### src/design/can_bit_timing_solver_top_macros.svh
// Assertion macros for the CAN bit timing solver.
`ifndef CAN_BIT_TIMING_SOLVER_TOP_MACROS_SVH
`define CAN_BIT_TIMING_SOLVER_TOP_MACROS_SVH

// Same-cycle implication, sampled on clk_i, off during reset.
`define CBTS_ASSERT_NOW(name, ante, cons, msg) \
  name: assert property (@(posedge clk_i) disable iff (!rst_ni) (ante) |-> (cons)) \
    else $error(msg);

// Next-cycle implication, sampled on clk_i, off during reset.
`define CBTS_ASSERT_NEXT(name, ante, cons, msg) \
  name: assert property (@(posedge clk_i) disable iff (!rst_ni) (ante) |=> (cons)) \
    else $error(msg);

`endif

### src/design/cbts_pkg.sv
// Types and constants shared by the CAN bit timing solver modules.
package cbts_pkg;

  localparam int unsigned DIV_W = 30;
  localparam int unsigned CNT_W = $clog2(DIV_W + 1);
  localparam int unsigned PB_W  = 21;   // clock / bitrate with bitrate >= 1000
  localparam int unsigned SUM_W = 5;

  localparam logic [DIV_W-1:0] MIN_BITRATE  = DIV_W'(1000);
  localparam logic [DIV_W-1:0] FAST_BITRATE = DIV_W'(1000000);
  localparam int unsigned FAST_MAX_Q = 10;
  localparam int unsigned SLOW_MAX_Q = 17;
  localparam int unsigned PRESC_MAX  = 256;
  localparam int unsigned SP_SCALE   = 1000;
  localparam int unsigned SP_LIMIT   = 900;

  localparam logic [DIV_W-1:0] CLK_HZ_RESET = DIV_W'(24000000);
  localparam logic [7:0] PRESC_RESET = 8'd29;
  localparam logic [1:0] SJW_RESET   = 2'd3;
  localparam logic [3:0] SEG1_RESET  = 4'd15;
  localparam logic [2:0] SEG2_RESET  = 3'd2;

  typedef struct packed {
    logic             start;
    logic [DIV_W-1:0] dividend;
    logic [DIV_W-1:0] divisor;
  } div_req_t;

  typedef struct packed {
    logic             done;
    logic [DIV_W-1:0] quot;
    logic [DIV_W-1:0] rem;
  } div_rsp_t;

endpackage

### src/design/can_bit_timing_solver_top.sv
// Flow: a rejected bitrate (below 1000, or a quanta count beyond MAX_SEG1 + MAX_SEG2) goes
// straight to the result; otherwise one division for clock/bitrate, one per quanta count tried
// (up to 15) and one for the final rate check. A new bitrate is taken only once the last is through;
// the shared 30-bit serial divider does every division.
// Reset: asynchronous, active low; clock register 24000000, held timing 29/3/15/2.
// A result waiting on the output does not block the next input beat.
module can_bit_timing_solver_top import cbts_pkg::*; #(
  parameter int unsigned MAX_SEG1 = 16,
  parameter int unsigned MAX_SEG2 = 8
) (
  input  logic             clk_i,
  input  logic             rst_ni,
  input  logic             cfg_we_i,
  input  logic [DIV_W-1:0] cfg_wdata_i,
  input  logic             in_valid_i,
  output logic             in_ready_o,
  input  logic [DIV_W-1:0] bitrate_i,
  output logic             out_valid_o,
  input  logic             out_ready_i,
  output logic             ok_o,
  output logic [7:0]       prescaler_field_o,
  output logic [1:0]       jump_width_field_o,
  output logic [3:0]       seg1_field_o,
  output logic [2:0]       seg2_field_o
);

  `include "can_bit_timing_solver_top_macros.svh"

  localparam int unsigned SEG_SUM = MAX_SEG1 + MAX_SEG2;

  typedef enum logic [5:0] {
    S_IDLE   = 6'b000001,
    S_DIV_PB = 6'b000010,
    S_MOD    = 6'b000100,
    S_CHECK  = 6'b001000,
    S_DIV_RT = 6'b010000,
    S_DONE   = 6'b100000
  } state_e;

  state_e state_q;

  logic [DIV_W-1:0] clk_hz_q;
  logic [DIV_W-1:0] rate_q;
  logic [PB_W-1:0]  per_bit_q;
  logic [PB_W-1:0]  presc_q;
  logic [SUM_W-1:0] sum_q;
  logic [3:0]       seg1_q;
  logic [2:0]       seg2_q;
  logic             pass_q;
  logic             out_valid_q;
  logic             ok_q;
  logic [7:0]       held_presc_q;
  logic [1:0]       held_sjw_q;
  logic [3:0]       held_seg1_q;
  logic [2:0]       held_seg2_q;

  div_req_t div_req;
  div_rsp_t div_rsp;

  logic in_acc;
  logic in_fast;
  logic in_reject;
  logic out_free;

  assign in_acc   = in_valid_i && in_ready_o;
  assign in_fast  = bitrate_i >= FAST_BITRATE;
  assign out_free = !out_valid_q || out_ready_i;

  always_comb begin
    in_reject = bitrate_i < MIN_BITRATE;
    if (in_fast) begin
      if (FAST_MAX_Q > SEG_SUM) in_reject = 1'b1;
    end else begin
      if (SLOW_MAX_Q > SEG_SUM) in_reject = 1'b1;
    end
  end

  // Segment split for the current quanta count (sum = quanta - 1).
  logic [6:0]       s1n_t, s1d_t;
  logic [3:0]       s1n, s1d, s1;
  logic [SUM_W-1:0] s2;
  logic [14:0]      sp_lhs, sp_rhs;
  logic             sp_high;
  logic             chk_ok;

  always_comb begin
    s1n_t   = 7'd7 * {2'b0, sum_q} + 7'd3;   // round to nearest 87.5%
    s1d_t   = 7'd7 * {2'b0, sum_q} - 7'd1;   // round down
    s1n     = s1n_t[6:3];
    s1d     = s1d_t[6:3];
    // floor(1000*(1+s1)/(1+sum)) > 900 <=> 1000*(1+s1) >= 901*(1+sum)
    sp_lhs  = 15'(SP_SCALE) * (15'd1 + {11'b0, s1n});
    sp_rhs  = 15'(SP_LIMIT + 1) * (15'd1 + {10'b0, sum_q});
    sp_high = sp_lhs >= sp_rhs;
    s1      = sp_high ? s1d : s1n;
    s2      = sum_q - {1'b0, s1};
    chk_ok  = (sum_q > {1'b0, s1n})
           && (presc_q != '0) && (presc_q <= PB_W'(PRESC_MAX))
           && (s1 != '0) && (32'(s1) <= MAX_SEG1)
           && (s2 != '0) && (32'(s2) <= MAX_SEG2);
  end

  always_comb begin
    div_req = '0;
    unique case (state_q)
      S_IDLE: begin
        div_req.start    = in_acc && !in_reject;
        div_req.dividend = clk_hz_q;
        div_req.divisor  = bitrate_i;
      end
      S_DIV_PB: begin
        div_req.start    = div_rsp.done;
        div_req.dividend = DIV_W'(div_rsp.quot[PB_W-1:0]);
        div_req.divisor  = DIV_W'(sum_q) + DIV_W'(1);
      end
      S_MOD: begin
        // retry with one quanta fewer: divisor is the old sum
        div_req.start    = div_rsp.done && (div_rsp.rem != '0) && (sum_q > SUM_W'(2));
        div_req.dividend = DIV_W'(per_bit_q);
        div_req.divisor  = DIV_W'(sum_q);
      end
      S_CHECK: begin
        div_req.start    = chk_ok;
        div_req.dividend = clk_hz_q;
        div_req.divisor  = DIV_W'(per_bit_q);
      end
      S_DIV_RT, S_DONE: begin
        div_req = '0;
      end
      default: begin
        div_req = '0;
      end
    endcase
  end

  cbts_div u_div (
    .clk_i  (clk_i),
    .rst_ni (rst_ni),
    .req_i  (div_req),
    .rsp_o  (div_rsp)
  );

  always_ff @(posedge clk_i or negedge rst_ni) begin
    if (!rst_ni) begin
      state_q      <= S_IDLE;
      clk_hz_q     <= CLK_HZ_RESET;
      out_valid_q  <= 1'b0;
      ok_q         <= 1'b0;
      pass_q       <= 1'b0;
      held_presc_q <= PRESC_RESET;
      held_sjw_q   <= SJW_RESET;
      held_seg1_q  <= SEG1_RESET;
      held_seg2_q  <= SEG2_RESET;
    end else begin
      if (cfg_we_i) clk_hz_q <= cfg_wdata_i;
      if (state_q == S_DONE && out_free) out_valid_q <= 1'b1;
      else if (out_valid_q && out_ready_i) out_valid_q <= 1'b0;
      unique case (state_q)
        S_IDLE: begin
          if (in_acc) begin
            pass_q  <= 1'b0;
            state_q <= in_reject ? S_DONE : S_DIV_PB;
          end
        end
        S_DIV_PB: begin
          if (div_rsp.done) state_q <= S_MOD;
        end
        S_MOD: begin
          if (div_rsp.done) begin
            if (div_rsp.rem == '0) begin
              state_q <= S_CHECK;
            end else if (sum_q <= SUM_W'(2)) begin
              state_q <= S_DONE;
            end
          end
        end
        S_CHECK: begin
          state_q <= chk_ok ? S_DIV_RT : S_DONE;
        end
        S_DIV_RT: begin
          if (div_rsp.done) begin
            pass_q  <= div_rsp.quot == rate_q;
            state_q <= S_DONE;
          end
        end
        S_DONE: begin
          if (out_free) begin
            ok_q <= pass_q;
            if (pass_q) begin
              held_presc_q <= 8'(presc_q - PB_W'(1));
              held_sjw_q   <= '0;
              held_seg1_q  <= seg1_q;
              held_seg2_q  <= seg2_q;
            end
            state_q <= S_IDLE;
          end
        end
        default: state_q <= S_IDLE;
      endcase
    end
  end

  // Datapath registers, no reset needed.
  always_ff @(posedge clk_i) begin
    if (state_q == S_IDLE && in_acc) begin
      rate_q <= bitrate_i;
      sum_q  <= in_fast ? SUM_W'(FAST_MAX_Q - 1) : SUM_W'(SLOW_MAX_Q - 1);
    end
    if (state_q == S_DIV_PB && div_rsp.done) per_bit_q <= div_rsp.quot[PB_W-1:0];
    if (state_q == S_MOD && div_rsp.done) begin
      if (div_rsp.rem == '0) presc_q <= div_rsp.quot[PB_W-1:0];
      else sum_q <= sum_q - 1'b1;
    end
    if (state_q == S_CHECK) begin
      seg1_q <= s1 - 4'd1;
      seg2_q <= 3'(s2 - SUM_W'(1));
    end
  end

  assign in_ready_o         = state_q == S_IDLE;
  assign out_valid_o        = out_valid_q;
  assign ok_o               = ok_q;
  assign prescaler_field_o  = held_presc_q;
  assign jump_width_field_o = held_sjw_q;
  assign seg1_field_o       = held_seg1_q;
  assign seg2_field_o       = held_seg2_q;

  `CBTS_ASSERT_NEXT(a_busy_after_accept, in_valid_i && in_ready_o, !in_ready_o, "ready after accept")
  `CBTS_ASSERT_NOW(a_ok_sjw_zero, out_valid_o && ok_o, jump_width_field_o == 2'd0, "sjw not zero")
  `CBTS_ASSERT_NOW(a_ok_seg_limits, out_valid_o && ok_o,
    (32'(seg1_field_o) < MAX_SEG1) && (32'(seg2_field_o) < MAX_SEG2), "segment out of range")

endmodule

### src/design/cbts_div.sv
// Restoring divider, one quotient bit per cycle.
module cbts_div import cbts_pkg::*; (
  input  logic     clk_i,
  input  logic     rst_ni,
  input  div_req_t req_i,
  output div_rsp_t rsp_o
);

  logic [DIV_W-1:0] rem_q, rem_d;
  logic [DIV_W-1:0] quot_q, quot_d;
  logic [DIV_W-1:0] dvs_q;
  logic [CNT_W-1:0] cnt_q;
  logic             busy_q;
  logic             done_q;

  logic [DIV_W:0] shifted;
  logic [DIV_W:0] diff;
  logic           ge;

  always_comb begin
    shifted = {rem_q, quot_q[DIV_W-1]};
    diff    = shifted - {1'b0, dvs_q};
    ge      = shifted >= {1'b0, dvs_q};
    rem_d   = ge ? diff[DIV_W-1:0] : shifted[DIV_W-1:0];
    quot_d  = {quot_q[DIV_W-2:0], ge};
  end

  always_ff @(posedge clk_i or negedge rst_ni) begin
    if (!rst_ni) begin
      busy_q <= 1'b0;
      done_q <= 1'b0;
      cnt_q  <= '0;
    end else begin
      done_q <= !req_i.start && busy_q && (cnt_q == CNT_W'(1));
      if (req_i.start) begin
        busy_q <= 1'b1;
        cnt_q  <= CNT_W'(DIV_W);
      end else if (busy_q) begin
        cnt_q <= cnt_q - 1'b1;
        if (cnt_q == CNT_W'(1)) begin
          busy_q <= 1'b0;
        end
      end
    end
  end

  always_ff @(posedge clk_i) begin
    if (req_i.start) begin
      rem_q  <= '0;
      quot_q <= req_i.dividend;
      dvs_q  <= req_i.divisor;
    end else if (busy_q) begin
      rem_q  <= rem_d;
      quot_q <= quot_d;
    end
  end

  assign rsp_o.done = done_q;
  assign rsp_o.quot = quot_q;
  assign rsp_o.rem  = rem_q;

endmodule
### config.mk
export PLATFORM = sky130hd
export DESIGN_NAME = can_bit_timing_solver_top
export DESIGN_NICKNAME = d
export VERILOG_FILES = /design/src/design/cbts_pkg.sv /design/src/design/can_bit_timing_solver_top.sv /design/src/design/cbts_div.sv
export VERILOG_INCLUDE_DIRS = /design/src /design/src/design
export SDC_FILE = /design/constraint.sdc
export NUM_CORES = 1
export LEC_CHECK = 0
export BUFFER_PORTS_ARGS = -buffer_cell sky130_fd_sc_hd__buf_2
export CAP_MARGIN = 10
export CORE_MARGIN = 2
export CORE_UTILIZATION = 50
export DETAILED_ROUTE_END_ITERATION = 8
export HOLD_SLACK_MARGIN = 0.06
export PLACE_DENSITY = 0.72
export RECOVER_POWER = 100
export SKIP_LAST_GASP = 1
export SLEW_MARGIN = 15
export SYNTH_ARGS = -nofsm -noshare
export SYNTH_HDL_FRONTEND = slang
export SYNTH_HIERARCHICAL = 1
export SYNTH_SLANG_ARGS = --single-unit
### constraint.sdc
create_clock -name clk_i -period 14 [get_ports clk_i]
set_clock_uncertainty 0.1 [all_clocks]
set_input_delay 0.7 -clock clk_i [delete_from_list [all_inputs] [get_ports clk_i]]
set_output_delay 0.7 -clock clk_i [all_outputs]
set_load 0.02 [all_outputs]
* After elaboration in Yosys (flattened, before gate mapping)
Index checks and enable logic that the tools add are counted.
W data, S select, Z words.
** Storage, ports and cells
- Register bits after elaboration :: 237
- Latch bits :: 0
- RAM bits :: 0
- Bits in read-only memories :: 0
- Input port bits :: 65
- Output and inout port bits :: 20
- Memories :: 0
** Operators by class
- Add/sub/neg operators :: 12
- Multipliers :: 3
- Div/mod/pow operators :: 0
- Magnitude comparators :: 9
- Eq/ne operators :: 15
- Shift operators :: 0
- Muxes and demuxes :: 29
- Bitwise logic cells :: 0
- Reduce and logical (&&, ||, !) cells :: 34
** Operators with widths (count)
- $pmux W61 S4 :: 1
- $mux W30 :: 3
- $mux W6 :: 9
- $pmux W6 S6 :: 1
- $ge A31 B30 Y1 :: 1
- $eq A30 B30 Y1 :: 1
- $ge A30 B20 Y1 const B :: 1
- $logic_not A30 Y1 :: 1
- $lt A30 B10 Y1 const B :: 1
- $mux W5 :: 6
- $reduce_bool A30 Y1 :: 1
- $sub A30 B30 Y30 :: 1
- $le A21 B9 Y1 const B :: 1
- $reduce_bool A21 Y1 :: 1
- $logic_and A1 B1 Y1 :: 16
- $ge A15 B15 Y1 :: 1
- $mul A10 B6 Y15 const A :: 1
- $mul A7 B5 Y12 const A :: 1
- $sub A5 B1 Y5 const B :: 2
- $ne A2 B1 Y1 const B :: 4
- $sub A8 B1 Y8 const B :: 1
- $add A7 B2 Y7 const B :: 1
- $mul A3 B5 Y7 const A :: 1
- $mux W1 :: 7
- 30 further kinds :: 38

* Longest topological paths before layout
- Depth after elaboration :: 14
- Depth in mapped cells :: 45

* By module
The synthesis kept the hierarchy.
** Modules (own cells, without submodules)
- can_bit_timing_solver_top :: times used 1, cells each 830, area an instance 9290.2 um^2, sequential area each 3875.0 um^2
- cbts_div :: times used 1, cells each 528, area an instance 5539.1 um^2, sequential area each 2577.5 um^2

* Worst setup path before layout
Ideal clock, no wire load.
- Path kind :: register to register
- Start point :: register sum_q[1]
- End point :: register u_div.quot_q[0] (enable)
- Library setup time :: 0.385 ns
- Arrival time :: 12.397 ns
- Required time :: 13.515 ns
- Slack :: 1.118 ns
- Stages on the path, launching flop included :: 41
- Buffers on the path :: 2
- Period minus slack after synthesis :: 12.882 ns
- Cells stage by stage :: dfxtp_1 > fa_1 > ha_1 > fa_1 > buf_2 > nand3b_1 > or4_4 > xor2_1 > xnor2_1 > inv_1 > fa_1 > fa_1 > inv_1 > fa_1 > ha_1 > nor2b_1 > o21ai_0 > nand2_1 > [... 5 more ...] > nor3_4 > a41oi_1 > nand3_1 > nor2_1 > a21oi_1 > xnor2_1 > ha_1 > inv_1 > ha_1 > a21oi_1 > mux2_2 > xnor3_1 > nand2b_1 > xor2_1 > o31ai_1 > nor2_1 > clkbuf_1 > inv_1
** RTL lines
- start, declared :: line can_bit_timing_solver_top.sv:46 : logic [SUM_W-1:0] sum_q;
- start signal, assigned :: line can_bit_timing_solver_top.sv:207 : sum_q <= in_fast ? SUM_W'(FAST_MAX_Q - 1) : SUM_W'(SLOW_MAX_Q - 1);
- start signal, assigned :: line can_bit_timing_solver_top.sv:212 : else sum_q <= sum_q - 1'b1;
- end signal, assigned :: line cbts_div.sv:50 : quot_q <= req_i.dividend;
- end signal, assigned :: line cbts_div.sv:54 : quot_q <= quot_d;
- end, declared :: line cbts_div.sv:10 : logic [DIV_W-1:0] quot_q, quot_d;

==> results.tsv <==
stage	metric	value	unit
setup_path	critical path endpoint category	register	
sta	maximum clock frequency	81.07	MHz
sta	summed negative setup slack over all endpoints	0	ps
detailed_routing	drt initial violations	1076	
setup_path	number of cell instances on the worst register-to-register path	42	
cts	largest buffer count on any clock path	3	
final_layout	layout filler cell count	2539	
setup_path	data arrival time of the critical path	12340	ps
final_layout	layout cells sized above 1	0.1459	
synthesis	sequential area share after synthesis	0.4351	
final_layout	net count of the finished layout	1647	
floorplanning	total I/O pin count	85	
setup_path	CP max stage delay	830	ps
placed_design	number of port buffers	84	
setup_path	setup slack on the worst flop-to-flop path	1660	ps
synthesis	total of warnings raised by yosys	6	
floorplanning	Vert. Die Dim	176.2	µm
grt	overflow left after global routing	0	
placed_design	GP Congestion	0.8991	
setup_path	Reg2Reg Launch Point	sum_q[2]$_DFF_P_	
detailed_routing	residual DRC count	0	
floorplanning	Die Width	176.2	µm
placed_design	number of cells after detailed placement	1797	
cts	Num Clock Sinks	236	
synthesis	number of different library cells in the post-synthesis netlist	98	
cts	total of hold buffers inserted after clock tree synthesis	0	
final_layout	area occupied by multi-input gates	0.007676	mm²
cts	H-tree lvl count	1	
synthesis	dominant synthesized flop cell	edfxtp_1	
sta	worst relative slew slack	-1.326	
sta	Tcrit/Tclk final	0.8811	
sta	actual slew at the worst max-slew pin	3489	ps
floorplanning	effective utilization at floorplan	0.5044	
sta	Final Max Slew Viols	236	
cts	clock transition at the register clock pins on the worst setup and hold paths after CTS	60	ps
floorplanning	Die ar.	0.03105	mm²
synthesis	cell types occupying the most area after synthesis	edfxtp_1 (28%), ha_1 (11%), dfrtp_1 (6.9%)	
grt	via count of the first global-routing pass	10380	
synthesis	count of flip-flops with a built-in enable after synthesis	139	
detailed_routing	number of search-and-repair iterations in the first detailed-routing pass	5	
grt	overall track demand over capacity in global routing	0.2285	
cts	worst skew pair latency	540	ps
setup_path	Most common cell on crit path	ha_1	
setup_path	critical path required time	14000	ps
setup_path	critical path class	reg -> reg	
floorplanning	number of standard-cell rows in the floorplan	63	
sta	Setup violations, final	0	
detailed_routing	detailed-route wire length	35390	µm
placed_design	DP Area	0.01562	mm²
final_layout	most frequent standard cell in the layout excluding fill and tap cells	edfxtp_1	
detailed_routing	via-per-instance ratio	5.849	
synthesis	net count after synthesis	1571	
cts	buffers inserted during post-CTS setup optimization	0	
grt	global-route wire length before repair	56450	µm
final_layout	number of diodes added for antenna fixing	0	
cts	clock tree from TritonCTS	built	
grt	antenna violations before repair	1	
sta	RSZ-0062 raised after global routing	no	
synthesis	async set-or-reset flop fraction in the synthesized netlist	0.2627	
synthesis	Yosys reg bits	236	
synthesis	gate count of the mapped netlist	1358	
detailed_routing	count of vias placed by the detailed router	10780	
synthesis	average cell area after synthesis	10.92	µm²
placed_design	final HPWL from detailed placement	26380	µm
setup_path	CP startpoint	sum_q[2]$_DFF_P_	
setup_path	sort of element at the start of the critical path	register	
cts	cells resized by post-CTS repair	0	
min_path	classification of the worst-slack hold path	in -> reg	
grt	largest net degree at the start of global routing	63	
setup_path	worst reg2reg path endpoint	u_div/quot_q[6]$_DFFE_PP_	
cts	number of buffers created by CTS	25	
final_layout	utilization after layout	0.5542	
outcome	violated checks	capacitance limit, slew limit	
sta	Final min period	12340	ps
sta	hold violation count in the final report	0	
floorplanning	Floorplan Core Area	0.02940	mm²
detailed_routing	remaining number of nets flagged by the antenna check after routing	0	
final_layout	Sequential Area	0.006452	mm²
outcome	run status	finished with violations	
detailed_routing	Routed wire per std cell	19.20	µm
setup_path	critical-path cell with the highest stage delay	nor2_1	
final_layout	fin cells	1843	
setup_path	critical path fanouts, max	34	
final_layout	area of all placed cells without fillers	0.01630	mm²
cts	cell at the root of the clock tree	clkbuf_16	
min_path	min-delay src	cfg_wdata_i[18]	
setup_path	end of the critical path	u_div/quot_q[6]$_DFFE_PP_	
final_layout	area growth from synthesis to layout	9.888	%
synthesis	synthesized cell area	0.01483	mm²
final_layout	most frequent cells in the layout	edfxtp_1 (139), ha_1 (128), inv_1 (120)	
synthesis	area share of the leading cell type in the synthesized netlist	0.2815	
synthesis	cell type with the largest total area after synthesis	edfxtp_1	
flow_run	maximum capacitance violations	7	
==> synthesized netlist by cell type, drive strengths merged, types with 7 or more instances <==
library cell,instances
a32oi,7
mux2,68
nand4,17
a222oi,21
a21o,22
clkbuf,35
fa,20
dfxtp,35
a22oi,9
nor2b,7
or2,8
inv,122
o21ai,54
dfstp,21
nand2,108
dfrtp,41
a311oi,18
nor4,27
a21oi,67
and2,24
or3,8
nor3,18
nand3,19
xnor2,76
o211ai,7
xor2,26
edfxtp,139
a22o,17
ha,128
nand2b,17
nor2,57
a31oi,9
buf,13
mux2i,10
==> flip-flops by register name, summed over array words and instances (netlist names), 3 cells and up <==
name / cells
clk_hz_q: 30
rate_q: 30
u_div/dvs_q: 30
u_div/quot_q: 30
u_div/rem_q: 30
per_bit_q: 21
presc_q: 21
prescaler_field_o: 8
state_q: 6
sum_q: 5
u_div/cnt_q: 5
seg1_field_o: 4
seg1_q: 4
seg2_field_o: 3
seg2_q: 3
==> final cells by class <==
class / instances / share of cell area
clock buffer: 33 / 0.04208
timing repair buffer: 97 / 0.02588
multi-input combinational: 952 / 0.4711
sequential: 236 / 0.3960
tap: 390 / 0.02994
clock inverter: 13 / 0.006987
inverter: 122 / 0.02810
==> worst max-delay path: cells and delay by family (launching register included) <==
kind                     cells  cell delay [ps]
XOR/XNOR                     6             1960
multiplexers                 1              400
adder cells (fa/ha/maj)     11             4030
AO/OA/AOI/OAI                8             1210
flip-flops                   1              770
AND/OR/NAND/NOR              8             1830
buffers and inverters        8             1550
==> per-stage QoR <==
stage | hold WS [ps] | setup slack [ps]
2_1_floorplan | 304.4 | 1118
3_3_place_gp | 362.1 | 2357
3_5_place_dp | 367.1 | 1963
4_1_cts | 241.2 | 1941
5_1_grt | 269.4 | 623.5
6_report | 284.4 | 1664
==> worst min path at each step <==
| stage | to | depth (start not counted) |
|---|---|---|
| CTS | rate_q[21]$_DFFE_PP_ | 1 |
| global route | clk_hz_q[27]$_DFFE_PN0P_ | 2 |
| global placement | prescaler_field_o[5]$_DFFE_PN0P_ | 2 |
| detailed placement | seg1_field_o[2]$_DFFE_PN1P_ | 1 |
| floorplan | clk_hz_q[0]$_DFFE_PN0P_ | 0 |
| finish | clk_hz_q[18]$_DFFE_PN1P_ | 2 |
==> layer usage <==
| metal | routed length, µm | global-route usage | vias up |
|---|---|---|---|
| met5 | 0 | 0 | - |
| met4 | 627 | 0.04718 | 0 |
| met3 | 2287 | 0.02993 | 46 |
| met2 | 16620 | 0.3694 | 374 |
| met1 | 15850 | 0.3306 | 5252 |
| li1 | - | - | 5108 |
==> kinds of logic after synthesis <==
| kind of cell | synth area share |
|---|---|
| AOI/OAI and AO/OA | 0.1331 |
| xor gates and xnor gates | 0.06539 |
| adders and majority gates | 0.1350 |
| buffers and inverters | 0.04826 |
| DFF | 0.4351 |
| muxes | 0.05839 |
| other | 0.0002529 |
| and+or+nand+nor | 0.1245 |
Power is left out: the tool's default activity adds up to more than one toggle a clock period on the data nets, which glitch-free logic cannot reach.
